`config.mk`:
```
export PLATFORM = sky130hd
export DESIGN_NAME = text_stream_line_filter
export DESIGN_NICKNAME = d
export VERILOG_FILES = /design/src/design/tslf_pkg.sv /design/src/design/text_stream_line_filter.sv /design/src/design/tslf_fifo.sv /design/src/design/tslf_front.sv /design/src/design/tslf_back.sv
export SDC_FILE = /design/constraint.sdc
export NUM_CORES = 1
export LEC_CHECK = 0
export BUFFER_PORTS_ARGS = -buffer_cell sky130_fd_sc_hd__buf_2
export CORE_ASPECT_RATIO = 1.4
export CORE_MARGIN = 2
export CORE_UTILIZATION = 67
export DETAILED_ROUTE_END_ITERATION = 7
export GPL_ROUTABILITY_DRIVEN = 1
export GPL_TIMING_DRIVEN = 0
export PLACE_DENSITY = 0.85
export SLEW_MARGIN = 30
export SYNTH_ARGS = -nofsm -noshare
export SYNTH_HDL_FRONTEND = slang
export SYNTH_SLANG_ARGS = --single-unit
export TNS_END_PERCENT = 100
```
`constraint.sdc`:
```
create_clock -name i_clk -period 7 [get_ports i_clk]
set_input_delay 0.35 -clock i_clk [delete_from_list [all_inputs] [get_ports i_clk]]
set_output_delay 0.35 -clock i_clk [all_outputs]
set_load 0.01 [all_outputs]
```
`src/design/tslf_pkg.sv`:
```
// shared types and constants of the text stream line filter
`default_nettype none

package tslf_pkg;

    // configuration register indexes
    localparam int unsigned CFG_AW = 3;
    localparam logic [CFG_AW-1:0] CFG_SQUEEZE_BLANK    = 3'd0;
    localparam logic [CFG_AW-1:0] CFG_NUMBER_NONBLANK  = 3'd1;
    localparam logic [CFG_AW-1:0] CFG_NUMBER_ALL       = 3'd2;
    localparam logic [CFG_AW-1:0] CFG_SHOW_ENDS        = 3'd3;
    localparam logic [CFG_AW-1:0] CFG_SHOW_TABS        = 3'd4;
    localparam logic [CFG_AW-1:0] CFG_SHOW_NONPRINTING = 3'd5;

    // character codes
    localparam logic [7:0] CH_TAB    = 8'h09;
    localparam logic [7:0] CH_NL     = 8'h0A;
    localparam logic [7:0] CH_SPACE  = 8'h20;
    localparam logic [7:0] CH_DOLLAR = 8'h24;
    localparam logic [7:0] CH_DASH   = 8'h2D;
    localparam logic [7:0] CH_ZERO   = 8'h30;
    localparam logic [7:0] CH_UPPER_I = 8'h49;
    localparam logic [7:0] CH_UPPER_M = 8'h4D;
    localparam logic [7:0] CH_CARET  = 8'h5E;
    localparam logic [7:0] CH_DEL    = 8'h7F;
    localparam logic [7:0] CH_OFFSET = 8'h40;

    typedef struct packed {
        logic squeeze_blank;
        logic number_nonblank;
        logic number_all;
        logic show_ends;
        logic show_tabs;
        logic show_nonprinting;
    } t_tslf_cfg;

    // escape prefix put before the final byte
    typedef enum logic [1:0] {
        PFX_NONE,
        PFX_CARET,
        PFX_META
    } t_pfx;

    // one classified item, as handed from front to back
    typedef struct packed {
        logic       has_num;
        logic       dollar;
        t_pfx       pfx;
        logic [7:0] ch;
    } t_tslf_desc;

endpackage

`default_nettype wire

```
`src/design/text_stream_line_filter.sv`:
```
// top level of the text stream line filter
`default_nettype none

// Text line filter in the style of cat -benstv, one text byte per input item.
// Each accepted byte yields zero to NUMBER_DIGITS+5 output bytes, each carried
// as one output item with last set on the final byte of the input item. The
// front classifier takes one input item per clock while the queue has room:
// it tracks line start, the squeeze state and the BCD line count, and decides
// on numbering, the '$' marker and the caret or M-^ escape. Classified items
// wait in a four-entry queue; the back expander sends one output byte per
// clock while the receiver pops. A byte that expands to a single output byte
// therefore sustains one item per cycle; a longer expansion holds the
// expander until its last byte is sent, and the input side stalls (full)
// only once the queue has filled behind it. A squeezed blank line produces no
// output and never enters the queue. The first output byte of an item goes
// through the queue and the output register before it shows. Configuration is
// written through a plain write port and is meant to change only while the
// block is idle. The line count saturates at all nines; file_start clears the
// count and line state before its own byte is handled.
module text_stream_line_filter import tslf_pkg::*; #(
    parameter int unsigned NUMBER_DIGITS = 6
) (
    input  wire logic              i_clk,
    input  wire logic              i_rst_n,
    // configuration write port
    input  wire logic              i_cfg_we,
    input  wire logic [CFG_AW-1:0] i_cfg_addr,
    input  wire logic              i_cfg_wdata,
    // input item side
    input  wire logic              push,
    output logic                   full,
    input  wire logic [7:0]        i_in_byte,
    input  wire logic              i_file_start,
    // output item side
    output logic                   empty,
    input  wire logic              pop,
    output logic [7:0]             o_out_byte,
    output logic                   o_last
);
    localparam int unsigned QDEPTH = 4;
    localparam int unsigned BW     = 4 * NUMBER_DIGITS;
    localparam int unsigned QW     = $bits(t_tslf_desc) + BW;

    t_tslf_cfg     r_cfg;
    logic          accept;
    logic          q_push, q_pop, q_full, q_empty;
    t_tslf_desc    f_desc, b_desc;
    logic [BW-1:0] f_bcd, b_bcd;
    logic [QW-1:0] q_rdata;

    // configuration registers, one bit each
    always_ff @(posedge i_clk) begin
        if (!i_rst_n) begin
            r_cfg <= '0;
        end else if (i_cfg_we) begin
            unique case (i_cfg_addr)
                CFG_SQUEEZE_BLANK:    r_cfg.squeeze_blank    <= i_cfg_wdata;
                CFG_NUMBER_NONBLANK:  r_cfg.number_nonblank  <= i_cfg_wdata;
                CFG_NUMBER_ALL:       r_cfg.number_all       <= i_cfg_wdata;
                CFG_SHOW_ENDS:        r_cfg.show_ends        <= i_cfg_wdata;
                CFG_SHOW_TABS:        r_cfg.show_tabs        <= i_cfg_wdata;
                CFG_SHOW_NONPRINTING: r_cfg.show_nonprinting <= i_cfg_wdata;
                default: ;
            endcase
        end
    end

    // input item taken whenever the queue has room
    assign full   = q_full;
    assign accept = push && !q_full;

    tslf_front #(
        .NUMBER_DIGITS(NUMBER_DIGITS)
    ) u_front (
        .i_clk        (i_clk),
        .i_rst_n      (i_rst_n),
        .i_cfg        (r_cfg),
        .i_accept     (accept),
        .i_in_byte    (i_in_byte),
        .i_file_start (i_file_start),
        .o_push       (q_push),
        .o_desc       (f_desc),
        .o_bcd        (f_bcd)
    );

    // classified items between front and back
    tslf_fifo #(
        .WIDTH(QW),
        .DEPTH(QDEPTH)
    ) u_queue (
        .i_clk   (i_clk),
        .i_rst_n (i_rst_n),
        .i_push  (q_push),
        .i_data  ({f_desc, f_bcd}),
        .o_full  (q_full),
        .i_pop   (q_pop),
        .o_data  (q_rdata),
        .o_empty (q_empty)
    );

    assign b_desc = t_tslf_desc'(q_rdata[QW-1:BW]);
    assign b_bcd  = q_rdata[BW-1:0];

    tslf_back #(
        .NUMBER_DIGITS(NUMBER_DIGITS)
    ) u_back (
        .i_clk      (i_clk),
        .i_rst_n    (i_rst_n),
        .i_q_empty  (q_empty),
        .i_desc     (b_desc),
        .i_bcd      (b_bcd),
        .o_q_pop    (q_pop),
        .o_empty    (empty),
        .i_pop      (pop),
        .o_out_byte (o_out_byte),
        .o_last     (o_last)
    );

endmodule

`default_nettype wire

```
`src/design/tslf_fifo.sv`:
```
// small register queue between the classifier and the expander
`default_nettype none

module tslf_fifo #(
    parameter int unsigned WIDTH = 8,
    parameter int unsigned DEPTH = 4
) (
    input  wire logic             i_clk,
    input  wire logic             i_rst_n,
    input  wire logic             i_push,
    input  wire logic [WIDTH-1:0] i_data,
    output logic                  o_full,
    input  wire logic             i_pop,
    output logic [WIDTH-1:0]      o_data,
    output logic                  o_empty
);
    localparam int unsigned AW = (DEPTH > 1) ? $clog2(DEPTH) : 1;
    localparam int unsigned CW = $clog2(DEPTH + 1);

    logic [WIDTH-1:0] r_mem [DEPTH];
    logic [AW-1:0]    r_wptr, r_rptr;
    logic [CW-1:0]    r_count;

    function automatic logic [AW-1:0] ptr_inc(input logic [AW-1:0] p);
        return (p == AW'(DEPTH - 1)) ? '0 : p + AW'(1);
    endfunction

    assign o_full  = (r_count == CW'(DEPTH));
    assign o_empty = (r_count == '0);
    assign o_data  = r_mem[r_rptr];

    always_ff @(posedge i_clk) begin
        if (!i_rst_n) begin
            r_wptr  <= '0;
            r_rptr  <= '0;
            r_count <= '0;
        end else begin
            if (i_push) begin
                r_mem[r_wptr] <= i_data;
                r_wptr        <= ptr_inc(r_wptr);
            end
            if (i_pop) begin
                r_rptr <= ptr_inc(r_rptr);
            end
            if (i_push && !i_pop) begin
                r_count <= r_count + CW'(1);
            end else if (!i_push && i_pop) begin
                r_count <= r_count - CW'(1);
            end
        end
    end

endmodule

`default_nettype wire

```
`src/design/tslf_front.sv`:
```
// classifier: line state, squeeze, line count and escape decision per item
`default_nettype none

module tslf_front import tslf_pkg::*; #(
    parameter int unsigned NUMBER_DIGITS = 6
) (
    input  wire logic                       i_clk,
    input  wire logic                       i_rst_n,
    input  wire t_tslf_cfg                  i_cfg,
    input  wire logic                       i_accept,
    input  wire logic [7:0]                 i_in_byte,
    input  wire logic                       i_file_start,
    output logic                            o_push,
    output t_tslf_desc                      o_desc,
    output logic [4*NUMBER_DIGITS-1:0]      o_bcd
);
    localparam int unsigned BW = 4 * NUMBER_DIGITS;

    logic [BW-1:0] r_line_bcd;
    logic          r_at_start;
    logic          r_blank;

    logic [BW-1:0] eff_bcd, bcd_next;
    logic          eff_start, eff_blank, nl, drop, num;
    t_tslf_desc    desc;

    // bcd increment, holds at all nines
    function automatic logic [BW-1:0] count_up(input logic [BW-1:0] v);
        logic [BW-1:0] r;
        logic          carry;
        logic [3:0]    dig;
        r     = '0;
        carry = 1'b1;
        for (int d = 0; d < NUMBER_DIGITS; d++) begin
            dig = v[4*d +: 4];
            if (carry) begin
                if (dig >= 4'd9) begin
                    dig = 4'd0;
                end else begin
                    dig   = dig + 4'd1;
                    carry = 1'b0;
                end
            end
            r[4*d +: 4] = dig;
        end
        return carry ? v : r;
    endfunction

    always_comb begin
        eff_bcd   = i_file_start ? '0 : r_line_bcd;
        eff_start = i_file_start | r_at_start;
        eff_blank = !i_file_start & r_blank;
        nl        = (i_in_byte == CH_NL);
        drop      = i_cfg.squeeze_blank && nl && eff_start && eff_blank;
        num       = !drop && eff_start &&
                    (i_cfg.number_nonblank ? !nl : i_cfg.number_all);
        bcd_next  = num ? count_up(eff_bcd) : eff_bcd;

        desc.has_num = num;
        desc.dollar  = i_cfg.show_ends && nl;
        desc.pfx     = PFX_NONE;
        desc.ch      = i_in_byte;
        if (i_cfg.show_tabs && i_in_byte == CH_TAB) begin
            desc.pfx = PFX_CARET;
            desc.ch  = CH_UPPER_I;
        end else if (i_cfg.show_nonprinting) begin
            if (i_in_byte[7:5] == 3'b100) begin
                desc.pfx = PFX_META;
                desc.ch  = i_in_byte - CH_OFFSET;
            end else if ((i_in_byte[7:5] == 3'b000 && !nl && i_in_byte != CH_TAB)
                         || i_in_byte == CH_DEL) begin
                desc.pfx = PFX_CARET;
                desc.ch  = {1'b0, i_in_byte[6:0] + CH_OFFSET[6:0]};
            end
        end
    end

    assign o_push = i_accept && !drop;
    assign o_desc = desc;
    assign o_bcd  = bcd_next;

    always_ff @(posedge i_clk) begin
        if (!i_rst_n) begin
            r_line_bcd <= '0;
            r_at_start <= 1'b1;
            r_blank    <= 1'b0;
        end else if (i_accept && !drop) begin
            r_line_bcd <= bcd_next;
            r_at_start <= nl;
            r_blank    <= i_cfg.squeeze_blank ? (nl && eff_start) : eff_blank;
        end
    end

endmodule

`default_nettype wire

```
`src/design/tslf_back.sv`:
```
// expander: turns one queued item into its output bytes, one per cycle while the receiver pops
`default_nettype none

module tslf_back import tslf_pkg::*; #(
    parameter int unsigned NUMBER_DIGITS = 6
) (
    input  wire logic                       i_clk,
    input  wire logic                       i_rst_n,
    input  wire logic                       i_q_empty,
    input  wire t_tslf_desc                 i_desc,
    input  wire logic [4*NUMBER_DIGITS-1:0] i_bcd,
    output logic                            o_q_pop,
    output logic                            o_empty,
    input  wire logic                       i_pop,
    output logic [7:0]                      o_out_byte,
    output logic                            o_last
);
    localparam int unsigned IW = (NUMBER_DIGITS > 1) ? $clog2(NUMBER_DIGITS) : 1;

    typedef enum logic [2:0] {
        ST_DIGIT,
        ST_TAB,
        ST_DOLLAR,
        ST_META,
        ST_DASH,
        ST_CARET,
        ST_FINAL
    } t_step;

    t_step         r_step;
    logic          r_mid;
    logic [IW-1:0] r_idx;
    logic          r_lead;
    logic          r_ovalid;
    logic [7:0]    r_obyte;
    logic          r_olast;

    t_step         cur_step, nxt_step;
    logic [IW-1:0] cur_idx;
    logic          lead_in, lead_now, is_final, advance;
    logic [3:0]    dig;
    logic [7:0]    byte_out;

    function automatic t_step after_dollar(input t_tslf_desc d);
        t_step s;
        unique case (d.pfx)
            PFX_META:  s = ST_META;
            PFX_CARET: s = ST_CARET;
            default:   s = ST_FINAL;
        endcase
        return s;
    endfunction

    function automatic t_step after_tab(input t_tslf_desc d);
        return d.dollar ? ST_DOLLAR : after_dollar(d);
    endfunction

    always_comb begin
        cur_step = r_mid ? r_step : (i_desc.has_num ? ST_DIGIT : after_tab(i_desc));
        cur_idx  = r_mid ? r_idx : IW'(NUMBER_DIGITS - 1);
        lead_in  = r_mid ? r_lead : 1'b1;
        dig      = i_bcd[4*cur_idx +: 4];
        lead_now = lead_in && (dig == 4'd0) && (cur_idx != '0);
        is_final = 1'b0;
        byte_out = i_desc.ch;
        nxt_step = ST_FINAL;
        unique case (cur_step)
            ST_DIGIT: begin
                byte_out = lead_now ? CH_SPACE : (CH_ZERO | {4'd0, dig});
                nxt_step = (cur_idx == '0) ? ST_TAB : ST_DIGIT;
            end
            ST_TAB: begin
                byte_out = CH_TAB;
                nxt_step = after_tab(i_desc);
            end
            ST_DOLLAR: begin
                byte_out = CH_DOLLAR;
                nxt_step = after_dollar(i_desc);
            end
            ST_META: begin
                byte_out = CH_UPPER_M;
                nxt_step = ST_DASH;
            end
            ST_DASH: begin
                byte_out = CH_DASH;
                nxt_step = ST_CARET;
            end
            ST_CARET: begin
                byte_out = CH_CARET;
                nxt_step = ST_FINAL;
            end
            default: begin
                byte_out = i_desc.ch;
                is_final = 1'b1;
            end
        endcase
        advance = !i_q_empty && (!r_ovalid || i_pop);
    end

    assign o_q_pop    = advance && is_final;
    assign o_empty    = !r_ovalid;
    assign o_out_byte = r_obyte;
    assign o_last     = r_olast;

    always_ff @(posedge i_clk) begin
        if (!i_rst_n) begin
            r_mid    <= 1'b0;
            r_ovalid <= 1'b0;
            r_step   <= ST_FINAL;
        end else begin
            if (advance) begin
                r_ovalid <= 1'b1;
                r_obyte  <= byte_out;
                r_olast  <= is_final;
                r_mid    <= !is_final;
                r_step   <= nxt_step;
                r_idx    <= (cur_step == ST_DIGIT) ? cur_idx - IW'(1) : cur_idx;
                r_lead   <= lead_now;
            end else if (i_pop) begin
                r_ovalid <= 1'b0;
            end
        end
    end

endmodule

`default_nettype wire

```
==> metrics <==
status complete, no violations; largest net degree at the start of global routing 26; met3 usage 0.0386; fmax 0.215 GHz; Seq/Total Area, Yosys 0.590; die area 15,200 um2; clock share of power 0.297; Yosys reg bits 203; share of layout cells above drive strength 1 0.140; met1 Usage GRT 0.387; Final Cycle Share 0.664; Worst setup SP type register; Cell Area, Synth 9550 um2; # Post-CTS Setup Buffers 0; Min-Delay Path Class input port to register; Crit path top cell by count buf_2; first-pass GRT wire length 37,500 um; Worst path max stage delay 0.44 ns; H-tree depth 1; starting density of the core 0.686; fin worst setup slack 2.35 ns; Inserted Clock Buffers 19; Worst Path Required 7.40 ns; Syn Area/Cell 12.8 um2; Post-Synthesis Cells 747; combinational share of power 0.249; num ports 29; FILL cells 890; headroom to the max-slew limit 0.320; switch share 0.292; Total Routing Usage GR 0.317; internal power 2290 uW; Placer Congestion 0.939; Wirelength per Cell 23.8 um; Iter 0 DRT Violations 669; YS warnings 0; Vias/cell 6.80; setup TNS 0 ns; RSZ-0062 raised after global routing false; placed insts 962; Slew Viols, Final 0; die span in y 145 um; Setup Viol. Count Final 0; Max-Cap Viols 0; Slew @ Worst Pin 1.02 ns; number of global-route vias before repair 6,935; minimum clock period 4.65 ns; Synth cell types 77; core area 13,900 um2; layout net count 847; clk_lat worst skew 0.48 ns; leakage 0.00370 uW; grt ovf 0; Place WS 2.44 ns; DR vias 6,752; synthesis-to-layout area growth 10.6%; Worst Path Max Fanout 10; post_cts resized 0; Site Rows 51; die width 105 um; TritonRoute pass-1 iters 5; Post-synth EDFFs 157; antenna viol nets, final 0; CP max stage cell dfxtp_1; Final Skew 0.0112 ns; diode count 0; ys async rst share 0; Finished Layout Cells 993; Clk pin slew, worst setup/hold paths 0.06 ns; grt met2 use 0.553; CP cell instances buf_2 -> buf_2 -> buf_2 -> buf_2 -> mux4_2 -> inv_1 -> ha_1 -> inv_1 -> o21bai_1 -> o21ai_2 -> nand3_2 -> ha_1 -> inv_1 -> fa_1 -> xor2_1 -> or3_1 -> a21oi_1; PD cells 306 nW/um2; Largest delay share family, worst path buffers and inverters; final instance area 10,600 um2; Buf/Inv on CP 7; WS Path Type register to register; NetSw 945 uW; CTS Sinks 203; dominant synthesized flop cell edfxtp_1; Total Wirelength 23,600 um; CTS tree built; DRC 0; clk root buf clkbuf_16; worst path arrival time 5.05 ns; cell area after placement 10000 um2; endpoint type of the worst setup path register; initial antenna violation count 0; DP Wirelength 16,200 um; Reg power frac 0.454; maximum vdd drop 0.213 mV; Port Buffers 26; overall power 3230 uW; syn_nets 796; clk buf depth 3; GRT busiest layer met2; cts hold-fix bufs 0; Final Hold Viols 0
routing by layer:
metal	part of all wire	routed length, um
met1	0.36	8510
met2	0.51	12100
met3	0.068	1610
met4	0.056	1320
met5	0	0
path summary, 6_finish.rpt:
| path | start | endpoint | slack (ns) | depth (start not counted) |
|---|---|---|---|---|
| worst max register to register | register | u_queue.r_count[2] | 2.35 | 17 |
| worst min-delay path | pop | u_back.r_ovalid | 0.15 | 4 |
| worst max-delay path | register | u_queue.r_count[2] | 2.35 | 17 |
| worst min register to register | u_front.r_line_bcd[7] | u_front.r_line_bcd[7] | 0.48 | 2 |
sequential cells by signal, indices dropped and copies added (netlist names), named ones only:
signal and flops:
u_back.o_out_byte 8, u_queue.r_wptr 2, u_back.r_ovalid 1, u_back.o_last 1, u_back.r_lead 1, r_cfg 6
u_front.r_at_start 1, u_queue.r_rptr 2, u_back.r_mid 1, u_front.r_blank 1, u_queue.r_mem 144, u_queue.r_count 3
u_front.r_line_bcd 24, u_back.r_step 3, u_back.r_idx 3
through the flow:
| step | hold slack [ns] | utilization |
|---|---|---|
| after global placement | 0.449 | 0.712 |
| final | 0.150 | 0.759 |
| after detailed placement | 0.461 | 0.719 |
| after global routing | 0.179 | 0.759 |
| after CTS | 0.143 | 0.759 |
| after floorplan | 0.441 | - |
tightest hold or removal path, delay by kind of cell:
kind / cells / cell delay [ns]
simple gates: 1 / 0.06
compound gates: 1 / 0.06
buf+inv: 2 / 0.11
synth_stat cells, types with 6 or more instances:
cell        n  area (um2)
nand3_1    26         130
and2_1      6        37.5
edfxtp_1  157        4710
o32ai_1     6        52.6
clkbuf_1   24        90.1
nor2_1     42         158
a21o_1      9        67.6
o21ai_0    40         200
mux4_2     29         653
a21oi_1    27         135
mux2i_1    18         180
dfxtp_1    46         921
a31oi_1    11        68.8
nand2_1    77         289
nor3_1      9        45.0
nand2b_1   12        75.1
inv_1      29         109
nand4_1    17         106
buf_2      12        60.1
and3_1      8        50.1
ha_1       30         375
nor2b_1    10        62.6
cell families after synthesis:
| group | Yosys count | share of synthesized area |
|---|---|---|
| flops | 203 | 0.590 |
| buf+inv | 71 | 0.0319 |
| compound gates | 148 | 0.107 |
| xor+xnor | 8 | 0.00734 |
| mux | 52 | 0.0963 |
| fa+ha+maj | 31 | 0.0414 |
| simple gates | 234 | 0.126 |
layout by cell type (no fill, tap or decap), drive strengths merged, types with 4 or more instances in the layout:
cell type,synthesis,layout
xnor2,5,5
a32oi,5,5
nor3,10,10
mux4,31,31
nor4b,4,4
a21oi,27,27
and2,6,6
a31oi,11,11
buf,16,46
and3,8,8
nor2b,10,10
dfxtp,46,46
nand4b,5,5
edfxtp,157,157
nand3,27,27
o211ai,4,4
clkbuf,24,53
inv,29,30
mux2i,18,18
o21ai,41,41
a211oi,4,4
o32ai,6,6
o21a,5,5
nand4,17,17
a21o,9,9
nand2,77,77
nor2,42,42
ha,30,30
o22ai,4,4
nand2b,12,12
power groups by stage:
stage | Combinational (uW) | Clock, uW | Sequential (uW)
final | 805 | 961 | 1470
after global routing | 858 | 1010 | 1470
after CTS | 791 | 967 | 1470
after detailed placement | 778 | 0 | 1490
after global placement | 743 | 0 | 1480
after floorplan | 551 | 0 | 1490
area by class of cell:
| type | count | area [um2] | share of cell area |
|---|---|---|---|
| Timing Repair Buffer | 30 | 210 | 0.0199 |
| Tap cell | 185 | 231 | 0.0219 |
| Clock buffer | 29 | 523 | 0.0495 |
| Clock inverter | 2 | 38.8 | 0.00367 |
| Buffer | 40 | 188 | 0.0178 |
| Sequential cell | 203 | 5640 | 0.534 |
| Inverter | 31 | 116 | 0.0110 |
| Multi-Input combinational cell | 473 | 3620 | 0.343 |
Note: power is estimated with default switching activity, not from simulation.
